File: src/hw/rtl/akvs_pkg.sv
// ----------------------------------------------------------------------------
// akvs_pkg
// Shared constants for the append-only key/value store.
// ----------------------------------------------------------------------------
package akvs_pkg;

    localparam int          ENTRIES_DEFAULT      = 16;
    localparam logic [7:0]  RESERVED_KEY_DEFAULT = 8'hFF;

    localparam int KEY_W = 8;
    localparam int VAL_W = 8;

    // opcodes carried in s_tuser
    localparam logic OP_LOOKUP = 1'b0;
    localparam logic OP_SAVE   = 1'b1;

    // sequencer states
    localparam int ST_W = 3;
    localparam logic [ST_W-1:0] ST_IDLE = 3'd0;
    localparam logic [ST_W-1:0] ST_SCAN = 3'd1;
    localparam logic [ST_W-1:0] ST_VAL  = 3'd2;
    localparam logic [ST_W-1:0] ST_RESP = 3'd3;

endpackage

File: src/hw/rtl/append_key_value_store_core.sv
// ----------------------------------------------------------------------------
// append_key_value_store_core
// Keyed byte store held as an ordered list with a fill count.
// ----------------------------------------------------------------------------
// Usage:
//   Requests enter on the s_ stream: s_tuser is the opcode (lookup or save),
//   s_tdata carries the key and the value to save. Each request gives exactly
//   one reply on the m_ stream: m_tuser is the ok flag, m_tdata the value read
//   on a successful lookup (zero otherwise).
//   Timing: one request at a time. The key memory is scanned one entry per
//   cycle through its single registered read port, so the time from acceptance
//   to reply grows with the number of entries scanned; a reserved key is answered
//   without a scan. The sequencer returns to idle after each reply before the
//   next request is taken.
//   s_tready is high only while the sequencer is idle; a reply waits in the
//   output register for as long as m_tready is low.
//   Reset (aresetn low, synchronous) empties the table by clearing the fill
//   count; the memories are not cleared, no clearing pass is needed.
// ----------------------------------------------------------------------------
module append_key_value_store_core
    import akvs_pkg::*;
#(
    parameter int         ENTRIES      = ENTRIES_DEFAULT,
    parameter logic [7:0] RESERVED_KEY = RESERVED_KEY_DEFAULT
) (
    input  logic        aclk,
    input  logic        aresetn,
    input  logic        s_tvalid,
    output logic        s_tready,
    input  logic [15:0] s_tdata,   // [7:0] key, [15:8] new_value
    input  logic [0:0]  s_tuser,   // [0] opcode
    output logic        m_tvalid,
    input  logic        m_tready,
    output logic [7:0]  m_tdata,   // [7:0] read_value
    output logic [0:0]  m_tuser    // [0] ok
);

    localparam int IW = (ENTRIES > 1) ? $clog2(ENTRIES) : 1;
    localparam int CW = $clog2(ENTRIES + 1);
    localparam logic [CW-1:0] ENTRIES_C = CW'(ENTRIES);

    logic [KEY_W-1:0] key_mem [ENTRIES];
    logic [VAL_W-1:0] val_mem [ENTRIES];

    logic [ST_W-1:0]  state_reg, state_next;
    logic [CW-1:0]    idx_reg, idx_next;
    logic [CW-1:0]    used_reg, used_next;
    logic             op_reg, op_next;
    logic [KEY_W-1:0] key_reg, key_next;
    logic [VAL_W-1:0] nval_reg, nval_next;
    logic             ok_reg, ok_next;
    logic [VAL_W-1:0] rval_reg, rval_next;

    logic [KEY_W-1:0] key_rd_reg;
    logic [VAL_W-1:0] val_rd_reg;
    logic [CW-1:0]    rd_idx;
    logic [IW-1:0]    key_rd_addr;
    logic             wr_key, wr_val;
    logic [IW-1:0]    wr_addr;
    logic             s_acc;

    assign s_tready = (state_reg == ST_IDLE);
    assign s_acc    = s_tvalid && s_tready;
    assign m_tvalid = (state_reg == ST_RESP);
    assign m_tdata  = rval_reg;
    assign m_tuser  = ok_reg;

    // next entry to fetch; out-of-range fetches are steered to entry 0 and unused
    always_comb begin
        rd_idx = (state_reg == ST_IDLE) ? '0 : idx_reg + 1'b1;
        if (rd_idx >= ENTRIES_C) begin
            key_rd_addr = '0;
        end else begin
            key_rd_addr = rd_idx[IW-1:0];
        end
    end

    always_comb begin
        state_next = state_reg;
        idx_next   = idx_reg;
        used_next  = used_reg;
        op_next    = op_reg;
        key_next   = key_reg;
        nval_next  = nval_reg;
        ok_next    = ok_reg;
        rval_next  = rval_reg;
        wr_key     = 1'b0;
        wr_val     = 1'b0;
        wr_addr    = idx_reg[IW-1:0];

        case (state_reg)
            ST_IDLE: begin
                if (s_acc) begin
                    op_next   = s_tuser[0];
                    key_next  = s_tdata[7:0];
                    nval_next = s_tdata[15:8];
                    idx_next  = '0;
                    ok_next   = 1'b0;
                    rval_next = '0;
                    if (s_tdata[7:0] == RESERVED_KEY) begin
                        state_next = ST_RESP;
                    end else begin
                        state_next = ST_SCAN;
                    end
                end
            end
            ST_SCAN: begin
                // key_rd_reg holds the key of entry idx_reg
                if (idx_reg >= used_reg) begin
                    // no match among used entries
                    if (op_reg == OP_SAVE && used_reg < ENTRIES_C) begin
                        wr_key    = 1'b1;
                        wr_val    = 1'b1;
                        wr_addr   = used_reg[IW-1:0];
                        used_next = used_reg + 1'b1;
                        ok_next   = 1'b1;
                    end
                    state_next = ST_RESP;
                end else if (key_rd_reg == key_reg) begin
                    if (op_reg == OP_SAVE) begin
                        wr_val     = 1'b1;
                        ok_next    = 1'b1;
                        state_next = ST_RESP;
                    end else begin
                        state_next = ST_VAL;
                    end
                end else begin
                    idx_next = idx_reg + 1'b1;
                end
            end
            ST_VAL: begin
                ok_next    = 1'b1;
                rval_next  = val_rd_reg;
                state_next = ST_RESP;
            end
            ST_RESP: begin
                if (m_tready) begin
                    state_next = ST_IDLE;
                end
            end
            default: begin
                state_next = ST_IDLE;
            end
        endcase
    end

    always_ff @(posedge aclk) begin
        if (!aresetn) begin
            state_reg <= ST_IDLE;
            used_reg  <= '0;
            idx_reg   <= '0;
        end else begin
            state_reg <= state_next;
            used_reg  <= used_next;
            idx_reg   <= idx_next;
        end
    end

    always_ff @(posedge aclk) begin
        op_reg   <= op_next;
        key_reg  <= key_next;
        nval_reg <= nval_next;
        ok_reg   <= ok_next;
        rval_reg <= rval_next;
    end

    // key memory: one write, one registered read per cycle
    always_ff @(posedge aclk) begin
        if (wr_key) begin
            key_mem[wr_addr] <= key_reg;
        end
        key_rd_reg <= key_mem[key_rd_addr];
    end

    // value memory: read at the current scan entry, latched on the matching cycle
    always_ff @(posedge aclk) begin
        if (wr_val) begin
            val_mem[wr_addr] <= nval_reg;
        end
        if (idx_reg < ENTRIES_C) begin
            val_rd_reg <= val_mem[idx_reg[IW-1:0]];
        end
    end

endmodule

File: config.mk
export PLATFORM = sky130hd
export DESIGN_NAME = append_key_value_store_core
export DESIGN_NICKNAME = d
export VERILOG_FILES = /design/src/hw/rtl/akvs_pkg.sv /design/src/hw/rtl/append_key_value_store_core.sv
export SDC_FILE = /design/constraint.sdc
export NUM_CORES = 1
export LEC_CHECK = 0
export BUFFER_PORTS_ARGS = -buffer_cell sky130_fd_sc_hd__buf_4
export CORE_ASPECT_RATIO = 0.5
export CORE_UTILIZATION = 67
export CTS_CLUSTER_SIZE = 30
export DETAILED_ROUTE_END_ITERATION = 8
export HOLD_SLACK_MARGIN = 0.02
export PLACE_DENSITY = 0.84
export REMOVE_ABC_BUFFERS = 1
export SLEW_MARGIN = 20
export SYNTH_ARGS = -nofsm -noshare
export SYNTH_HDL_FRONTEND = slang
export SYNTH_SLANG_ARGS = --single-unit
export TNS_END_PERCENT = 1
File: constraint.sdc
create_clock -name aclk -period 9.14 [get_ports aclk]
set_input_delay 1.828 -clock aclk [delete_from_list [all_inputs] [get_ports aclk]]
set_output_delay 1.828 -clock aclk [all_outputs]
set_load 0.1 [all_outputs]
==> reports/qor.json, run 1 <==
{
  "detailedRoute.firstIterationViolations": 742,
  "layout_min_cycle_time_ns": 4.012,
  "number_of_cells_on_the_worst_hold_path": 1,
  "synth_xor_area_frac": 0.01346,
  "grt_usage": 0.2838,
  "worst_slew_margin_rel": 0.2509,
  "grt_pass1_vias": 6653,
  "layout.cells.non_filler": 1005,
  "critPathCapture": "val_mem[4][0]",
  "placed_cells": 956,
  "number_of_pins_with_negative_max_slew_slack_in_the_final_report": 0,
  "util_after_layout": 0.7728,
  "seq_power_share": 0.513,
  "worst_setup_path_category": "reg -> reg",
  "cts.hold.buffers_added": 0,
  "yosys.cell_types.count": 56,
  "die_area_um2": 19320,
  "drt_wl_total_um": 26300,
  "r2r_start": "idx_reg[0]",
  "cts-buffers-inserted": 26,
  "totalPowerFinal_w": 0.003580,
  "final.setup_skew_ns": 0.01011,
  "worst_setup_path_end_kind": "register",
  "wire_per_inst_um": 26.17,
  "worst_reg2reg_path_length_in_cells": 9,
  "p_sw_frac": 0.2872,
  "io_buffers": 31,
  "insertion_delay_ns": 0.53,
  "synthFlopType": "edfxtp_1",
  "worst-path-max-fanout": 43,
  "overflow_after_grt": 0,
  "core_area_um2": 17820,
  "final-hold-violation-count": 0,
  "cts_setup_buffers": 0,
  "post_synth_instance_area_um2": 12550,
  "max-cap-violations": 0,
  "worst_ep_arrival_time_ns": 4.17,
  "clock_power_share": 0.310,
  "yosys-mux-area-fraction": 0.1054,
  "finish.net_count": 782,
  "setup-tns-final_ns": 0,
  "synth_simple_gate_area_share": 0.07147,
  "compound_cell_area_share_of_the_yosys_netlist": 0.05363,
  "cp-start-kind": "register",
  "clk_pin_slew_ns": 0.07,
  "setup_repair_after_global_routing_missed_its_margin": "no",
  "route.antenna.remaining_nets": 0,
  "crit_path_start": "idx_reg[0]",
  "cp_data_required_time_ns": 9.30,
  "finalWeightedCongestion": 0.9184,
  "layout_top_registers": "key_mem: 128 flops, val_mem: 128 flops",
  "dominant_combinational_cell_family_by_area_after_synthesis": "multiplexers",
  "status": "finished clean",
  "combinationalPowerShare": 0.177,
  "tightest_slew_ns": 1.115,
  "drive_above_1_share": 0.1831,
  "worst_r2r_endpoint": "val_mem[4][0]",
  "avgSynthCellArea_um2": 17.51,
  "final.hold.worst_slack_ns": 0.5419,
  "detail_route.drc_violations": 0,
  "synth_edf_count": 290,
  "yosys.area_share.adder": 0.01096,
  "die_w_um": 195.6,
  "via_count": 6837,
  "netlist_instances": 717,
  "min_period_over_period": 0.4389,
  "dp_hpwl_um": 16620,
  "cts.repair.resized": 0,
  "io_pins": 32,
  "die_y_um": 98.79,
  "ir_worst_vdd_v": 0.0002123,
  "tritoncts": "done",
  "rows": 34,
  "p_switching_w": 0.001028,
  "initial_util": 0.7042,
  "grt_antenna_before_repair": 1,
  "grt_first_pass_wirelength_um": 39850,
  "power.density_cell_area_nw_per_um2": 259.9,
  "hold_path.class": "reg -> reg",
  "area_growth_syn_to_layout_pct": 9.749,
  "ys_async_sr_fraction": 0,
  "maximum_number_of_pins_on_one_net_before_global_route_repair": 44,
  "ys_ff_latch": 310,
  "setup_viol": 0,
  "worst-r2r-setup-slack_ns": 5.13,
  "cts.sink_count": 310,
  "clock_tree.root_cell": "clkbuf_16",
  "internal_power_w": 0.002552,
  "clock.fmax_mhz": 249.3,
  "detail_route.first_pass.iterations": 7,
  "synth_sequential_area_ratio": 0.7257,
  "power_leakage_nw": 4.466,
  "ctsHtreeMaxLevel": 1,
  "total_of_warnings_raised_by_yosys": 0,
  "vias_per_cell": 6.803,
  "clk_path_buf_depth": 3
}
-- worst min path at each step --
stage / start / to
2_1_floorplan: used_reg[4] / used_reg[4]
3_3_place_gp: val_rd_reg[6] / m_tdata[6]
3_5_place_dp: val_rd_reg[5] / m_tdata[5]
4_1_cts: val_rd_reg[4] / m_tdata[4]
5_1_grt: val_rd_reg[4] / m_tdata[4]
6_report: val_rd_reg[4] / m_tdata[4]
-- cell usage in the layout, fill, tap and decap left out, types with 10 or more instances in the layout --
cell type,Yosys,final
a21oi_1,15,15
and2_1,10,10
buf_4,1,34
clkbuf_16,0,27
dfxtp_1,20,19
edfxtp_1,290,290
ha_1,11,11
inv_1,15,15
mux2i_1,32,32
mux4_2,40,40
nand2_1,41,41
nand3_1,21,21
nor2_1,41,41
o21ai_0,16,16
xor2_1,10,10
-- logic make-up (layout without fill, tap and decap cells) --
family	count (synthesis)	in the layout
AO/OA/AOI/OAI	90	90
XOR/XNOR	15	15
adder cells (fa/ha/maj)	11	11
buffers and inverters	45	98
flip-flops	310	310
multiplexers	81	81
other	0	1
AND/OR/NAND/NOR	165	165
-- cells in the mapped netlist (all sizes together), types with 10 or more instances --
| cell type | count | area share |
|---|---|---|
| nor2 | 43 | 0.014 |
| nand3 | 22 | 0.0092 |
| o21ai | 17 | 0.0068 |
| edfxtp | 290 | 0.69 |
| and2 | 10 | 0.0050 |
| nand2 | 42 | 0.014 |
| a21oi | 15 | 0.0060 |
| inv | 15 | 0.0045 |
| xor2 | 10 | 0.0070 |
| mux2i | 32 | 0.026 |
| mux4 | 40 | 0.072 |
| ha | 11 | 0.011 |
| dfxtp | 20 | 0.032 |
| clkbuf | 11 | 0.0033 |
| nor3 | 11 | 0.0044 |
| buf | 18 | 0.011 |
-- area by class of cell --
| class | count | area [um2] |
|---|---|---|
| multi-input combinational | 362 | 3209 |
| clock inverter | 12 | 136.4 |
| sequential | 310 | 9110 |
| fill | 920 | 4049 |
| timing repair buffer | 34 | 255.2 |
| tap | 234 | 292.8 |
| inverter | 16 | 60.06 |
| clock buffer | 36 | 709.4 |
| antenna | 1 | 2.502 |
-- worst max-delay path, stage by stage (launching register included) --
cell	delay, ns
dfxtp_2	0.32
buf_4	0.56
inv_1	0.17
ha_1	0.32
nand2b_1	0.09
a21oi_1	0.09
o21ai_1	0.56
nand4_1	0.40
a2111o_1	0.56
nor2_1	0.56
-- metrics by stage --
stage | setup WS [ns] | instance area (um2)
finish | 5.128 | 13780
global route | 4.855 | 13770
CTS | 5.147 | 13760
detailed placement | 5.218 | 12920
global placement | 5.378 | 12920
floorplan | 4.848 | 12370
-- power by group through the flow --
stage	Sequential, W	Combinational, W	Clock [W]
3_3_place_gp	0.00186	0.000602	0
2_1_floorplan	0.00193	0.000355	0
6_report	0.00184	0.000633	0.00111
5_1_grt	0.00185	0.000666	0.00116
4_1_cts	0.00184	0.000625	0.00112
3_5_place_dp	0.00187	0.000615	0
-- per-layer routing --
| metal | wire length, um | vias to the layer above | share of wire | GRT usage |
|---|---|---|---|---|
| li1 | - | 2928 | - | - |
| met1 | 10190 | 3422 | 0.39 | 0.3853 |
| met2 | 13060 | 416 | 0.50 | 0.4816 |
| met3 | 2356 | 71 | 0.090 | 0.05168 |
| met4 | 694 | 0 | 0.026 | 0.08237 |
| met5 | 0 | - | 0 | 0 |
(Power assumes the default switching activity.)
==> run 2: changes to the inputs <==
- ABC_AREA: not set -> 1
- CORE_UTILIZATION: 67 -> 56
- PLACE_DENSITY: 0.84 -> 0.74
- clock period: 9.14 -> 3.39 ns (I/O delays scaled with it)
==> run 2 against run 1 <==
  * Synthesized cell count rose by 57%
  * Clock-buffer cell count decreased by 7
  * Highest routed layer unchanged
  * Largest cell class unchanged
  * Sequential power increased to 2.7 times the previous value
  * Critical endpoint is now key_mem[6][4]
  * Cell count rose by 49%
  * Flip-flop and latch count stayed put
  * Hold slack worse by 0.22 ns
==> reports/qor.json, run 2 <==
{
  "setup_viol": {"value": 0, "change": "unchanged"},
  "multi_input_comb_area": {"value": 3264, "unit": "um2", "change": "+1.7%"},
  "min_period_over_period": {"value": 0.8906, "change": "+0.4516"},
  "synth.most_common_cell": "edfxtp_1",
  "clk_path_buf_depth": {"value": 3, "change": "unchanged"},
  "worst_setup_path_end_kind": "register",
  "area_growth_syn_to_layout_pct": 12.09,
  "seqCellArea": {"value": 9110, "unit": "um2", "change": "unchanged"},
  "totalPowerFinal": {"value": 0.01192, "unit": "W", "change": "+230%"},
  "clock_tree.root_cell": "clkbuf_16",
  "avgSynthCellArea": {"value": 11.55, "unit": "um2", "change": "-34%"},
  "worst_r2r_endpoint": "key_mem[6][4]",
  "netlist_instances": {"value": 1127, "change": "+57%"},
  "cp-start-kind": "register",
  "minimum_setup_slack_after_placement": {"value": 0.4051, "unit": "ns", "change": "-4.813 ns"},
  "cts.hold.buffers_added": {"value": 0, "change": "unchanged"},
  "worst-r2r-setup-slack": {"value": 0.37, "unit": "ns", "change": "-4.76 ns"},
  "insertion_delay": {"value": 0.53, "unit": "ns", "change": "about the same"},
  "final.setup_skew": {"value": 0.01388, "unit": "ns", "change": "+0.003771 ns"},
  "drt_wl_total": {"value": 28950, "unit": "um", "change": "+10%"},
  "synth_edf_count": {"value": 290, "change": "unchanged"},
  "yosys.cell_types.count": {"value": 34, "change": "-39%"},
  "layout_top_registers": "key_mem: 128 flops, val_mem: 128 flops",
  "layout_min_cycle_time": {"value": 3.019, "unit": "ns", "change": "-0.9928 ns"},
  "worst_ep_arrival_time": {"value": 3.17, "unit": "ns", "change": "-1.00 ns"},
  "fill_cell_total_of_the_finished_layout": {"value": 1548, "change": "+68%"},
  "cts_setup_buffers": {"value": 0, "change": "unchanged"},
  "clk_pin_slew": {"value": 0.07, "unit": "ns", "change": "about the same"},
  "worst_setup_path_category": "reg -> reg",
  "grt_first_pass_wirelength": {"value": 44130, "unit": "um", "change": "+11%"},
  "post_synth_instance_area": {"value": 13010, "unit": "um2", "change": "+3.7%"},
  "cts-buffers-inserted": {"value": 26, "change": "unchanged"},
  "finalWeightedCongestion": {"value": 0.9706, "change": "+5.7%"},
  "power.density_cell_area": {"value": 817.2, "unit": "nW/um2", "change": "+210%"},
  "critical_path_cell_count": {"value": 13, "change": "+4"},
  "total_of_warnings_raised_by_yosys": {"value": 0, "change": "unchanged"},
  "number_of_pins_with_negative_max_slew_slack_in_the_final_report": {"value": 0, "change": "unchanged"},
  "placed_cells": {"value": 1447, "change": "+51%"},
  "io_pins": {"value": 32, "change": "unchanged"},
  "maximum_number_of_pins_on_one_net_before_global_route_repair": {"value": 70, "change": "+59%"},
  "synthTopCellsByCount": "edfxtp_1 (290), nand2_1 (208), nand3_1 (124)",
  "rows": {"value": 38, "change": "+12%"},
  "status": "finished clean",
  "detail_route.first_pass.iterations": {"value": 5, "change": "-2"},
  "critical-path-top-delay-family": "simple AND/OR/NAND/NOR gates",
  "worst_reg2reg_path_length_in_cells": {"value": 13, "change": "+4"},
  "clock.fmax": {"value": 331.2, "unit": "MHz", "change": "+33%"},
  "max-cap-violations": {"value": 0, "change": "unchanged"},
  "hold_path.class": "in -> reg",
  "ir_worst_vdd": {"value": 0.0006056, "unit": "V", "change": "+190%"},
  "critPathCapture": "key_mem[6][4]",
  "route.antenna.remaining_nets": {"value": 0, "change": "unchanged"},
  "worst-path-buf-inv": {"value": 2, "change": "unchanged"},
  "grt_usage": {"value": 0.2451, "change": "-0.03876"},
  "layout.cells.most_common_list": "edfxtp_1 (290), nand2_1 (208), nand3_1 (124)",
  "r2r_start": "used_reg[3]",
  "grt_antenna_before_repair": {"value": 0, "change": "-1"},
  "yosys.area.top_type": "edfxtp_1",
  "worst_slew_margin_rel": {"value": 0.2362, "change": "-0.01472"},
  "die_w": {"value": 217.6, "unit": "um", "change": "+11%"},
  "drive_above_1_share": {"value": 0.1081, "change": "-0.07499"},
  "power_leakage": {"value": 5.467, "unit": "nW", "change": "+22%"},
  "finish.net_count": {"value": 1207, "change": "+54%"},
  "crit_path_start": "used_reg[3]",
  "final-hold-violation-count": {"value": 0, "change": "unchanged"},
  "io_buffers": {"value": 31, "change": "unchanged"},
  "cts.sink_count": {"value": 310, "change": "unchanged"},
  "post-route-worst-setup-slack": {"value": 0.3710, "unit": "ns", "change": "-4.757 ns"},
  "core_area": {"value": 22200, "unit": "um2", "change": "+25%"},
  "ctsHtreeMaxLevel": {"value": 1, "change": "unchanged"},
  "layout.cells.non_filler": {"value": 1493, "change": "+49%"},
  "most_common_cell_after_layout_fill_and_taps_aside": "edfxtp_1",
  "ys_async_sr_fraction": {"value": 0, "change": "unchanged"},
  "die_y": {"value": 109.8, "unit": "um", "change": "+11%"},
  "setup_repair_after_global_routing_missed_its_margin": "no",
  "crit_path_cell_trace": "inv_1 -> ha_1 -> nand2_1 -> nand2_1 -> a21oi_1 -> nand2_1 -> nand2_2 -> nand2_1 -> o21ai_1 -> inv_1 -> nor2_1 -> nand2_1 -> nor2_1",
  "cts.repair.resized": {"value": 0, "change": "unchanged"},
  "setup-tns-final": {"value": 0, "unit": "ns", "change": "unchanged"},
  "count_of_inserted_antenna_diode_cells": {"value": 0, "change": "-1"},
  "post_synth_main_area_contributors": "edfxtp_1 (67%), nand2_1 (6.0%), nand3_1 (4.8%), nor2_1 (3.5%), dfxtp_1 (3.1%)",
  "tightest_slew": {"value": 1.144, "unit": "ns", "change": "+0.02940 ns"},
  "initial_util": {"value": 0.5861, "change": "-0.1181"},
  "synthFlopType": "edfxtp_1",
  "cp_data_required_time": {"value": 3.54, "unit": "ns", "change": "-5.76 ns"},
  "grt_pass1_vias": {"value": 8077, "change": "+21%"},
  "die_area": {"value": 23890, "unit": "um2", "change": "+24%"},
  "detailedRoute.firstIterationViolations": {"value": 1026, "change": "+38%"},
  "wire_per_inst": {"value": 19.39, "unit": "um", "change": "-26%"},
  "tritoncts": "done",
  "synth_top_area_share": {"value": 0.6692, "change": "-0.02461"},
  "detail_route.drc_violations": {"value": 0, "change": "unchanged"},
  "util_after_layout": {"value": 0.6569, "change": "-0.1159"},
  "via_count": {"value": 8642, "change": "+26%"},
  "dp_hpwl": {"value": 18110, "unit": "um", "change": "+9.0%"},
  "vias_per_cell": {"value": 5.788, "change": "-15%"},
  "critical_path.most_common_cell": "nand2_1",
  "critical-path-max-stage-delay": {"value": 0.57, "unit": "ns", "change": "about the same"},
  "critical_path.slowest_cell": "nor2_1",
  "worst-path-max-fanout": {"value": 14, "change": "-67%"},
  "overflow_after_grt": {"value": 0, "change": "unchanged"},
  "synth_sequential_area_ratio": {"value": 0.6999, "change": "-0.02575"},
  "ys_ff_latch": {"value": 310, "change": "unchanged"}
}
-- run 2: cell types whose count changed after synthesis, moves of 10 or more --
| cell | change |
|---|---|
| nand2_1 | +167 |
| nand3_1 | +103 |
| nor2_1 | +79 |
| inv_1 | +71 |
| o21ai_0 | +57 |
| mux4_2 | -40 |
| nand3b_1 | +40 |
| mux2i_1 | -32 |
| o22ai_1 | +27 |
| buf_2 | +22 |
| and2_1 | -10 |
-- run 2: cell type report --
type / instances / area share
flip-flops and latches: 310 / 0.6245
inverters: 90 / 0.02333
multi-input cells: 670 / 0.2238
well taps: 300 / 0.02573
repair buffers: 77 / 0.03963
clock buffers: 29 / 0.04683
clock inverters: 17 / 0.01613
-- run 2: worst reg2reg max path, delay by kind of cell (launching register included) --
family	cells	cell delay [ns]
AND/OR/NAND/NOR	8	1.49
buffers and inverters	2	0.18
adder cells (fa/ha/maj)	1	0.29
AO/OA/AOI/OAI	2	0.32
flip-flops	1	0.36
-- run 2: per-layer routing --
| metal | track usage | routed length (um) |
|---|---|---|
| met2 | 0.4049 | 13840 |
| met4 | 0.07897 | 805 |
| met3 | 0.03126 | 2239 |
| met1 | 0.3425 | 12070 |
| met5 | 0 | 0 |
-- run 2: kinds of logic (layout without fill, tap and decap cells) --
kind of cell,after synthesis,count (layout),share of synthesized area
xor+xnor,6,6,0.004038
flops,310,310,0.6999
fa+ha+maj,11,11,0.01058
buf+inv,147,213,0.04980
compound gates,145,145,0.06048
simple gates,508,508,0.1752
-- run 2: how the worst min path moves through the flow --
| stage | slack [ns] | cells after the start | start | endpoint |
|---|---|---|---|---|
| global route | 0.31 | 1 | s_tdata[15] | nval_reg[7] |
| CTS | 0.32 | 1 | s_tdata[10] | nval_reg[2] |
| global placement | 0.48 | 2 | used_reg[3] | used_reg[4] |
| finish | 0.32 | 1 | s_tdata[9] | nval_reg[1] |
| floorplan | 0.45 | 2 | used_reg[3] | used_reg[4] |
| detailed placement | 0.49 | 2 | used_reg[3] | used_reg[4] |
-- run 2: power breakdown --
| group | internal (W) | switching, W | total [W] | leakage, nW |
|---|---|---|---|---|
| registers | 0.00474 | 0.000235 | 0.00498 | 2.80 |
| logic | 0.00104 | 0.00271 | 0.00375 | 2.22 |
| clock network | 0.00190 | 0.00129 | 0.00319 | 0.448 |
| total | 0.00769 | 0.00423 | 0.0119 | 5.47 |
-- run 2: through the flow --
stage               cell area, um2  hold WS (ns)
floorplan                    12710        0.4522
global placement             13670        0.4784
detailed placement           13670        0.4908
CTS                          14590        0.3158
global route                 14590        0.3107
finish                       14590        0.3218
